**src/hdl/chkv_pkg.sv**
```systemverilog
// Package for the chained hash key-value store: command and status codes and the hash seed.
// No dependencies.
`timescale 1ns / 1ps
package chkv_pkg;
	localparam logic [1:0] CMD_SET = 2'd0;
	localparam logic [1:0] CMD_GET = 2'd1;
	localparam logic [1:0] CMD_HAS = 2'd2;
	localparam logic [1:0] CMD_DEL = 2'd3;

	localparam logic [2:0] ST_OK       = 3'd0;
	localparam logic [2:0] ST_KEY_LONG = 3'd1;
	localparam logic [2:0] ST_FULL     = 3'd2;
	localparam logic [2:0] ST_NOT_FND  = 3'd3;
	localparam logic [2:0] ST_EMPTY    = 3'd4;

	localparam logic [31:0] HASH_START = 32'd5381;
endpackage

```
**src/hdl/chained_hash_key_value_store.sv**
```systemverilog
// Chained hash key-value store with a sequencer over one shared hash/modulo datapath.
// Depends on chkv_pkg and chkv_ram.
`timescale 1ns / 1ps
// One command word at a time; in_stall is high from the accepting edge until
// the result word has been taken. The key is hashed one byte per cycle, and a
// final hash step sees the end of the key. The hash is then reduced modulo
// the table size by a restoring subtractor at one quotient bit per cycle.
// The bucket head is read through S_HEAD, S_HEADW and S_WALK, and the chain
// is walked entry by entry, each with an address step and a registered read.
// An insert (S_INS1, S_INSW, S_INS2, S_INS3), an unlink (S_DEL1 to S_DEL4)
// and a get hit (S_GETW, S_GET) add states after the walk. A delete on an
// empty map skips the walk, and a key that is too long skips hashing and the
// walk. The result is held while out_stall is high. After reset a clearing
// pass fills the free stack and nulls the bucket heads before the first word
// is taken. Entry stores are single-port RAMs; a null link is held as the
// value ENTRIES.
module chained_hash_key_value_store #(
	parameter int ENTRIES   = 16,
	parameter int KEY_BYTES = 8
) (
	input  logic        clk,
	input  logic        arst_n,
	input  logic        cfg_we,
	input  logic [4:0]  cfg_wdata,
	input  logic        in_valid,
	output logic        in_stall,
	input  logic [1:0]  command,
	input  logic [63:0] key,
	input  logic [63:0] value,
	input  logic [3:0]  value_type,
	output logic        out_valid,
	input  logic        out_stall,
	output logic [2:0]  status,
	output logic        found,
	output logic [63:0] read_value,
	output logic [3:0]  read_type,
	output logic [4:0]  entry_count
);
	localparam int AW = $clog2(ENTRIES);
	localparam int LW = AW + 1;
	localparam int CW = $clog2(ENTRIES + 1);
	localparam logic [LW-1:0] NIL = LW'(ENTRIES);

	localparam logic [4:0] S_INIT = 5'd0, S_IDLE = 5'd1, S_HASH = 5'd2, S_MOD = 5'd3,
		S_HEAD = 5'd4, S_HEADW = 5'd5, S_WALK = 5'd6, S_WALKW = 5'd7, S_CMP = 5'd8,
		S_ACT = 5'd9, S_INS1 = 5'd10, S_INS2 = 5'd11, S_INS3 = 5'd12, S_DEL1 = 5'd13,
		S_DEL2 = 5'd14, S_DEL3 = 5'd15, S_DEL4 = 5'd16, S_OUT = 5'd17, S_GETW = 5'd18,
		S_GET = 5'd19, S_INSW = 5'd20, S_HOLD = 5'd21;

	logic [4:0]    state_q;
	logic [4:0]    tsize_q;
	logic [1:0]    cmd_q;
	logic [63:0]   key_q, val_q;
	logic [3:0]    typ_q;
	logic [3:0]    len_q, bi_q;
	logic [31:0]   h_q;
	logic [32:0]   rem_q;
	logic [5:0]    mi_q;
	logic [LW-1:0] node_q, prev_q, next_q, slot_q, pos_q;
	logic [AW-1:0] bkt_q, ini_q;
	logic [CW-1:0] used_q;
	logic [4:0]    steps_q;

	// RAM ports
	logic          k_we, v_we, t_we, n_we, p_we, b_we, f_we;
	logic [AW-1:0] k_a, v_a, t_a, n_a, p_a, b_a, f_a;
	logic [63:0]   k_wd, k_rd, v_wd, v_rd;
	logic [3:0]    t_wd, t_rd;
	logic [LW-1:0] n_wd, n_rd, p_wd, p_rd, b_wd, b_rd;
	logic [AW-1:0] f_wd, f_rd;

	chkv_ram #(.WIDTH(64), .DEPTH(ENTRIES)) u_keys (.clk, .we(k_we), .addr(k_a),
		.wdata(k_wd), .rdata(k_rd));
	chkv_ram #(.WIDTH(64), .DEPTH(ENTRIES)) u_vals (.clk, .we(v_we), .addr(v_a),
		.wdata(v_wd), .rdata(v_rd));
	chkv_ram #(.WIDTH(4), .DEPTH(ENTRIES)) u_typs (.clk, .we(t_we), .addr(t_a),
		.wdata(t_wd), .rdata(t_rd));
	chkv_ram #(.WIDTH(LW), .DEPTH(ENTRIES)) u_next (.clk, .we(n_we), .addr(n_a),
		.wdata(n_wd), .rdata(n_rd));
	chkv_ram #(.WIDTH(LW), .DEPTH(ENTRIES)) u_prev (.clk, .we(p_we), .addr(p_a),
		.wdata(p_wd), .rdata(p_rd));
	chkv_ram #(.WIDTH(LW), .DEPTH(ENTRIES)) u_head (.clk, .we(b_we), .addr(b_a),
		.wdata(b_wd), .rdata(b_rd));
	chkv_ram #(.WIDTH(AW), .DEPTH(ENTRIES)) u_free (.clk, .we(f_we), .addr(f_a),
		.wdata(f_wd), .rdata(f_rd));

	// effective table size: zero acts as one, clamp at ENTRIES
	logic [CW-1:0] size_eff;
	always_comb begin
		if (tsize_q == 5'd0) size_eff = CW'(1);
		else if (32'(tsize_q) > ENTRIES) size_eff = CW'(ENTRIES);
		else size_eff = CW'(tsize_q);
	end

	// key length and masking of the incoming word
	logic [3:0]  in_len;
	logic [63:0] in_key_m;
	always_comb begin
		in_len = 4'd8;
		for (int i = 7; i >= 0; i--) begin
			if (key[8*i +: 8] == 8'd0) in_len = 4'(i);
		end
		for (int i = 0; i < 8; i++) begin
			in_key_m[8*i +: 8] = (4'(i) < in_len) ? key[8*i +: 8] : 8'd0;
		end
	end

	logic [32:0] rem_sh;
	assign rem_sh = {rem_q[31:0], h_q[31]};

	logic [AW-1:0] used_idx, used_m1_idx;
	assign used_idx    = AW'(used_q);
	assign used_m1_idx = AW'(used_q - CW'(1));

	assign in_stall = (state_q != S_IDLE);

	always_comb begin
		k_we = 1'b0; v_we = 1'b0; t_we = 1'b0; n_we = 1'b0; p_we = 1'b0; b_we = 1'b0;
		f_we = 1'b0;
		k_a = AW'(node_q); v_a = AW'(node_q); t_a = AW'(node_q); n_a = AW'(node_q);
		p_a = AW'(node_q); b_a = bkt_q; f_a = used_idx;
		k_wd = key_q; v_wd = val_q; t_wd = typ_q; n_wd = NIL; p_wd = NIL;
		b_wd = NIL; f_wd = ini_q;
		case (state_q)
			S_INIT: begin
				b_we = 1'b1; b_a = ini_q; f_we = 1'b1; f_a = ini_q;
			end
			S_ACT: begin
				v_a = AW'(pos_q); t_a = AW'(pos_q);
				if (cmd_q == chkv_pkg::CMD_SET && pos_q != NIL) begin
					v_we = 1'b1; t_we = 1'b1;
				end
			end
			S_INS2: begin
				k_we = 1'b1; v_we = 1'b1; t_we = 1'b1; n_we = 1'b1; p_we = 1'b1;
				k_a = AW'(slot_q); v_a = AW'(slot_q); t_a = AW'(slot_q);
				n_a = AW'(slot_q); p_a = AW'(slot_q);
				n_wd = next_q; p_wd = NIL;
				b_we = 1'b1; b_wd = slot_q;
			end
			S_INS3: begin
				p_we = (next_q != NIL); p_a = AW'(next_q); p_wd = slot_q;
			end
			S_DEL1: begin
				n_a = AW'(pos_q); p_a = AW'(pos_q);
			end
			S_DEL3: begin
				if (prev_q != NIL) begin
					n_we = 1'b1; n_a = AW'(prev_q); n_wd = next_q;
				end else begin
					b_we = 1'b1; b_wd = next_q;
				end
			end
			S_DEL4: begin
				p_we = (next_q != NIL); p_a = AW'(next_q); p_wd = prev_q;
				v_we = 1'b1; t_we = 1'b1; v_a = AW'(pos_q); t_a = AW'(pos_q);
				v_wd = 64'd0; t_wd = 4'd0;
				f_we = 1'b1; f_a = used_m1_idx; f_wd = AW'(pos_q);
			end
			S_OUT: begin
				// unlink clears the links of the freed slot
				if (cmd_q == chkv_pkg::CMD_DEL && status == chkv_pkg::ST_OK &&
						pos_q != NIL) begin
					n_we = 1'b1; p_we = 1'b1; n_a = AW'(pos_q); p_a = AW'(pos_q);
				end
			end
			default: ;
		endcase
	end

	always_ff @(posedge clk or negedge arst_n) begin
		if (!arst_n) begin
			state_q <= S_INIT; tsize_q <= 5'd16; ini_q <= '0; used_q <= '0;
			out_valid <= 1'b0;
		end else begin
			if (cfg_we) tsize_q <= cfg_wdata;
			case (state_q)
				S_INIT: begin
					ini_q <= ini_q + AW'(1);
					if (ini_q == AW'(ENTRIES - 1)) state_q <= S_IDLE;
				end
				S_IDLE: begin
					if (in_valid) begin
						cmd_q <= command; key_q <= in_key_m; val_q <= value;
						typ_q <= value_type; len_q <= in_len; bi_q <= '0;
						h_q <= chkv_pkg::HASH_START; pos_q <= NIL;
						found <= 1'b0; read_value <= '0; read_type <= '0;
						status <= chkv_pkg::ST_OK;
						if (32'(in_len) >= KEY_BYTES) begin
							status <= chkv_pkg::ST_KEY_LONG; state_q <= S_OUT;
						end else begin
							state_q <= S_HASH;
						end
					end
				end
				S_HASH: begin
					// one key byte per cycle: h = h*33 + byte
					if (bi_q == len_q) begin
						rem_q <= '0; mi_q <= '0; state_q <= S_MOD;
					end else begin
						h_q <= (h_q << 5) + h_q + 32'(key_q[8*bi_q +: 8]);
						bi_q <= bi_q + 4'd1;
					end
				end
				S_MOD: begin
					// restoring remainder, one bit a cycle
					h_q <= h_q << 1;
					if (rem_sh >= 33'(size_eff)) rem_q <= rem_sh - 33'(size_eff);
					else rem_q <= rem_sh;
					mi_q <= mi_q + 6'd1;
					if (mi_q == 6'd31) state_q <= S_HEAD;
				end
				S_HEAD: begin
					bkt_q <= AW'(rem_q);
					if (cmd_q == chkv_pkg::CMD_DEL && used_q == '0) begin
						status <= chkv_pkg::ST_EMPTY; state_q <= S_OUT;
					end else begin
						state_q <= S_HEADW;
					end
				end
				S_HEADW: state_q <= S_WALK;  // head read in flight
				S_WALK: begin
					node_q <= b_rd; next_q <= b_rd; steps_q <= '0;
					state_q <= (b_rd == NIL) ? S_ACT : S_WALKW;
				end
				S_WALKW: state_q <= S_CMP;
				S_CMP: begin
					if (k_rd == key_q) begin
						pos_q <= node_q; found <= 1'b1; state_q <= S_ACT;
					end else if (n_rd == NIL || 32'(steps_q) >= ENTRIES - 1) begin
						state_q <= S_ACT;
					end else begin
						node_q <= n_rd; steps_q <= steps_q + 5'd1; state_q <= S_WALKW;
					end
				end
				S_ACT: begin
					case (cmd_q)
						chkv_pkg::CMD_SET: begin
							if (pos_q != NIL) state_q <= S_OUT;
							else if (used_q >= size_eff) begin
								status <= chkv_pkg::ST_FULL; state_q <= S_OUT;
							end else state_q <= S_INS1;
						end
						chkv_pkg::CMD_GET: begin
							if (pos_q != NIL) state_q <= S_GETW;
							else begin
								status <= chkv_pkg::ST_NOT_FND; state_q <= S_OUT;
							end
						end
						chkv_pkg::CMD_DEL: begin
							if (pos_q != NIL) state_q <= S_DEL1;
							else begin
								status <= chkv_pkg::ST_NOT_FND; state_q <= S_OUT;
							end
						end
						default: state_q <= S_OUT;
					endcase
				end
				S_GETW: state_q <= S_GET;
				S_GET: begin
					read_value <= v_rd; read_type <= t_rd; state_q <= S_OUT;
				end
				S_INS1: state_q <= S_INSW;  // free stack read in flight
				S_INSW: begin
					slot_q <= {1'b0, f_rd};
					next_q <= b_rd;
					state_q <= S_INS2;
				end
				S_INS2: state_q <= S_INS3;
				S_INS3: begin
					used_q <= used_q + CW'(1); state_q <= S_OUT;
				end
				S_DEL1: state_q <= S_DEL2;
				S_DEL2: begin
					prev_q <= p_rd; next_q <= n_rd; state_q <= S_DEL3;
				end
				S_DEL3: state_q <= S_DEL4;
				S_DEL4: begin
					used_q <= used_q - CW'(1); state_q <= S_OUT;
				end
				S_OUT: begin
					entry_count <= 5'(used_q);
					out_valid <= 1'b1;
					state_q <= S_HOLD;
				end
				S_HOLD: begin
					// hold the word until the sink takes it
					if (!out_stall) begin
						out_valid <= 1'b0; state_q <= S_IDLE;
					end
				end
				default: state_q <= S_IDLE;
			endcase
		end
	end
endmodule

```
**src/hdl/chkv_ram.sv**
```systemverilog
// Generic single-port RAM with registered read.
// No dependencies.
`timescale 1ns / 1ps
module chkv_ram #(
	parameter int WIDTH = 8,
	parameter int DEPTH = 16
) (
	input  logic                     clk,
	input  logic                     we,
	input  logic [$clog2(DEPTH)-1:0] addr,
	input  logic [WIDTH-1:0]         wdata,
	output logic [WIDTH-1:0]         rdata
);
	logic [WIDTH-1:0] mem [DEPTH];

	always_ff @(posedge clk) begin
		if (we) begin
			mem[addr] <= wdata;
		end
		rdata <= mem[addr];
	end
endmodule
```
**config.mk**
```make
export PLATFORM = sky130hd
export DESIGN_NAME = chained_hash_key_value_store
export DESIGN_NICKNAME = d
export VERILOG_FILES = /design/src/hdl/chkv_pkg.sv /design/src/hdl/chained_hash_key_value_store.sv /design/src/hdl/chkv_ram.sv
export SDC_FILE = /design/constraint.sdc
export NUM_CORES = 2
export LEC_CHECK = 0
export BUFFER_PORTS_ARGS = -buffer_cell sky130_fd_sc_hd__buf_2
export CAP_MARGIN = 40
export CORE_MARGIN = 3
export CORE_UTILIZATION = 56
export DETAILED_ROUTE_END_ITERATION = 12
export GPL_TIMING_DRIVEN = 0
export PLACE_DENSITY = 0.75
export SYNTH_ARGS = -nofsm -noshare
export SYNTH_HDL_FRONTEND = slang
export SYNTH_SLANG_ARGS = --single-unit
```
**constraint.sdc**
```tcl
create_clock -name clk -period 8.6 [get_ports clk]
set_input_delay 1.72 -clock clk [delete_from_list [all_inputs] [get_ports clk]]
set_output_delay 1.72 -clock clk [all_outputs]
set_load 0.05 [all_outputs]
```
==> results.md <==
* Mapped Cells at 7344
* Clock Root Buffer: clkbuf_16
* Tot GR Track Use at just under 30%
* Setup CP Type: reg2reg
* Register area share after synthesis at around three quarters
* Hold Crit Class: reg2reg
* First-pass GRT wire length at about 460000 um
* CTS sink cnt at 2909
* WL per Instance at 28.5 um
* Vias in the first global route at 70473
* Cell area after layout at approximately 130000 um2
* CTS tree: done
* Share of cells above drive strength 1 at 13.6%
* Routability congestion estimate at 0.934
* Drt drc at 0
* Vias per cell at approximately 6.5
* Asr flop ratio synth at 0.688%
* PortBufs at 222
* Most frequent cell after synthesis: edfxtp_1
* Warnings from Yosys at 0
* Clk slew on worst S/H paths at 60 ps
* CTS Buf Count at 302
* Setup Buffers After CTS at 0
* Hold WS at approximately 420 ps
* RSZ-0062 raised after global routing: no
* Layout Cells excl Fill at 10963
* Startpoint types: flop
* Area after DPL at 121000 um2
* PwrDens at 281 nW/um2
* Final Skew at between 60 and 70 ps
* Setup crit end kind: flop
* Core Box Area at roughly 200000 um2
* Initial antenna violation count at 13
* Top cell type's share of synthesized area at approximately 72%
* Fin. max-slew vios at 0
* CP Data Required Time at 9220 ps
* Min cycle time layout at 6210 ps
* Row Count at 164
* CTS resizes at 0
* Via Count at 71388
* Count of unique library cells instantiated by Yosys at 90
* Mapped cell area at 114000 um2
* Hold-critical path endpoint: prev_q[1]
* P&R area growth vs syn at 15.0%
* Synth area leader: edfxtp_1
* Reg2reg end: h_q[27]
* R2r startpoint: bi_q[1]
* DR pass1 iterations at 13
* Syn Area/Cell at 15.5 um2
* Clk Latency, worst-skew pair at between 900 and 1000 ps
* H-tree level count at 5
* Flop2flop setup slack at 2390 ps
* 1st-iter DRT viols at roughly 11000
* CP Launch Point: bi_q[1]
* Die height at 456 um
* Max-slew headroom at 32.1%
* Util after Layout at between 60 and 70%
* Hold_buf cts at 0
* FF+latch count, synth at 2909
* Max_cap viols at 0
* Worst-Margin Slew at 1010 ps
* Largest net degree at the start of global routing at 46
* Maximum buffer depth of the clock tree at 4
* Fillers at 13421
* Hpwl dp at 210000 um
* Die area at 208000 um2
* Final hold violation count at 0
* Placed insts at 10426
* WHS Path Cells at 0
* Crit path max fanout at 10
* Final period utilization at between 70 and 80%
* GR Overflow Total at 0
* Nets at 8299
* Syn nets at 7568
* Top_reg_cell synth: edfxtp_1
* Maximum VDD drop at 0.232 mV
* Status: finished clean
* Synth area leaders: edfxtp_1 (72%), nand2_1 (3.1%), dfxtp_1 (2.7%)
* Final antenna-violating net count at 0
* IO Pins at 223
* Final WL at 313000 um
* Final setup vio count at 0
* Worst Path Arrival at a little under 7000 ps
* Hold Startpoint: u_prev.rdata[1]
* Synth top cells by count: edfxtp_1 (2738), nand2_1 (946), a21oi_1 (465)
* Number of synthesized flops with an enable pin at around 2700
* Die span in x at 456 um
* Leakage Power at 43.0 nW
* Initial core utilization at 56.6%
* Cell depth of the worst flop-to-flop path at 17
* FMAX at 161 MHz
-- sequential cells by signal, summed over array words and instances (netlist names), 80 cells and up --
signal and cells:
u_next.mem 80, u_prev.mem 80, u_vals.mem 1024, u_head.mem 80, u_keys.mem 1024
-- placed cells by master (no fill, tap or decap), drive strengths merged, types with 12 or more instances in the layout --
cell type  netlist  layout
a211oi         378     378
a21oi          468     468
a221o           17      17
a222oi         257     257
a311oi         137     137
a31oi          148     148
and2           478     478
and3            29      29
buf            160     586
bufinv           0      25
clkbuf         310     722
clkinv           2      76
dfrtp           19      19
dfxtp          151     151
edfxtp        2738    2738
ha              75      75
inv             36      45
mux2            18      18
mux2i           82      82
mux4            54      54
nand2          946     946
nand2b          24      24
nand3           28      28
nand4           24      24
nor2           202     202
nor2b           40      40
nor3            44      44
nor4            33      33
o21ai           68      68
o22ai           12      12
or3             22      22
or4             70      70
xnor2          108     108
xor2            27      27
-- layout make-up --
class                      instances  area (um2)  area share (%)
multi-input combinational       3927       25800            19.8
clock buffer                     412        8300            6.36
sequential                      2909       85700            65.7
timing repair buffer             427        3930            3.01
inverter                          38         143           0.109
clock inverter                   115        1240           0.951
buffer                           470        2070            1.59
tap                             2656        3320            2.54
antenna                            9        22.5          0.0172
-- kinds of logic after synthesis --
kind of cell | after synthesis | share of synthesized area (%)
flip-flops | 2909 | 75.5
AND/OR/NAND/NOR | 1970 | 8.40
AO/OA/AOI/OAI | 1588 | 10.2
buffers and inverters | 508 | 1.95
multiplexers | 154 | 1.97
XOR/XNOR | 135 | 1.04
adder cells (fa/ha/maj) | 80 | 0.915
-- stage by stage --
step | power, mW | setup TNS [ps] | setup WS, ps
3_3_place_gp | 23.8 | -3699630 | -5740
4_1_cts | 36.7 | 0 | 2600
2_1_floorplan | 21.5 | 0 | 390
6_report | 36.8 | 0 | 2390
3_5_place_dp | 24.1 | 0 | 2650
5_1_grt | 37.9 | 0 | 2150
-- where the power goes --
part           switching, mW  internal (mW)  total (mW)
logic                   4.76           2.17        6.94
clock network           5.25           7.50        12.8
registers              0.473           16.6        17.1
total                   10.5           26.3        36.8
-- worst max path at each step --
stage,endpoint,cells after the start
finish,h_q[27],17
global route,h_q[27],17
CTS,h_q[27],17
detailed placement,h_q[27],17
global placement,u_keys.mem[11][36],5
floorplan,cmd_q[0],2
-- worst max-delay path, cell delays in order (launching register included) --
cell and delay, ps:
edfxtp_1 370, clkbuf_1 650, clkbuf_1 630, mux4_2 410, mux2i_1 390, nor2_1 150
ha_1 220, ha_1 240, fa_1 500, a211oi_1 290, nor2_1 120, o31ai_1 520
a311oi_1 270, a2111o_1 520, a31oi_1 280, o21ai_0 140, xnor2_1 140, o21ai_0 90
-- metal layers --
layer / track usage, % / share of wire [%] / wire length (um)
met3: 5.73 / 11 / 33500
met4: 15.9 / 6.1 / 19000
met5: 0 / 0.0083 / 26
met1: 37.9 / 36 / 111000
met2: 47.1 / 48 / 149000
No activity file was read; power rests on OpenSTA's default activity.
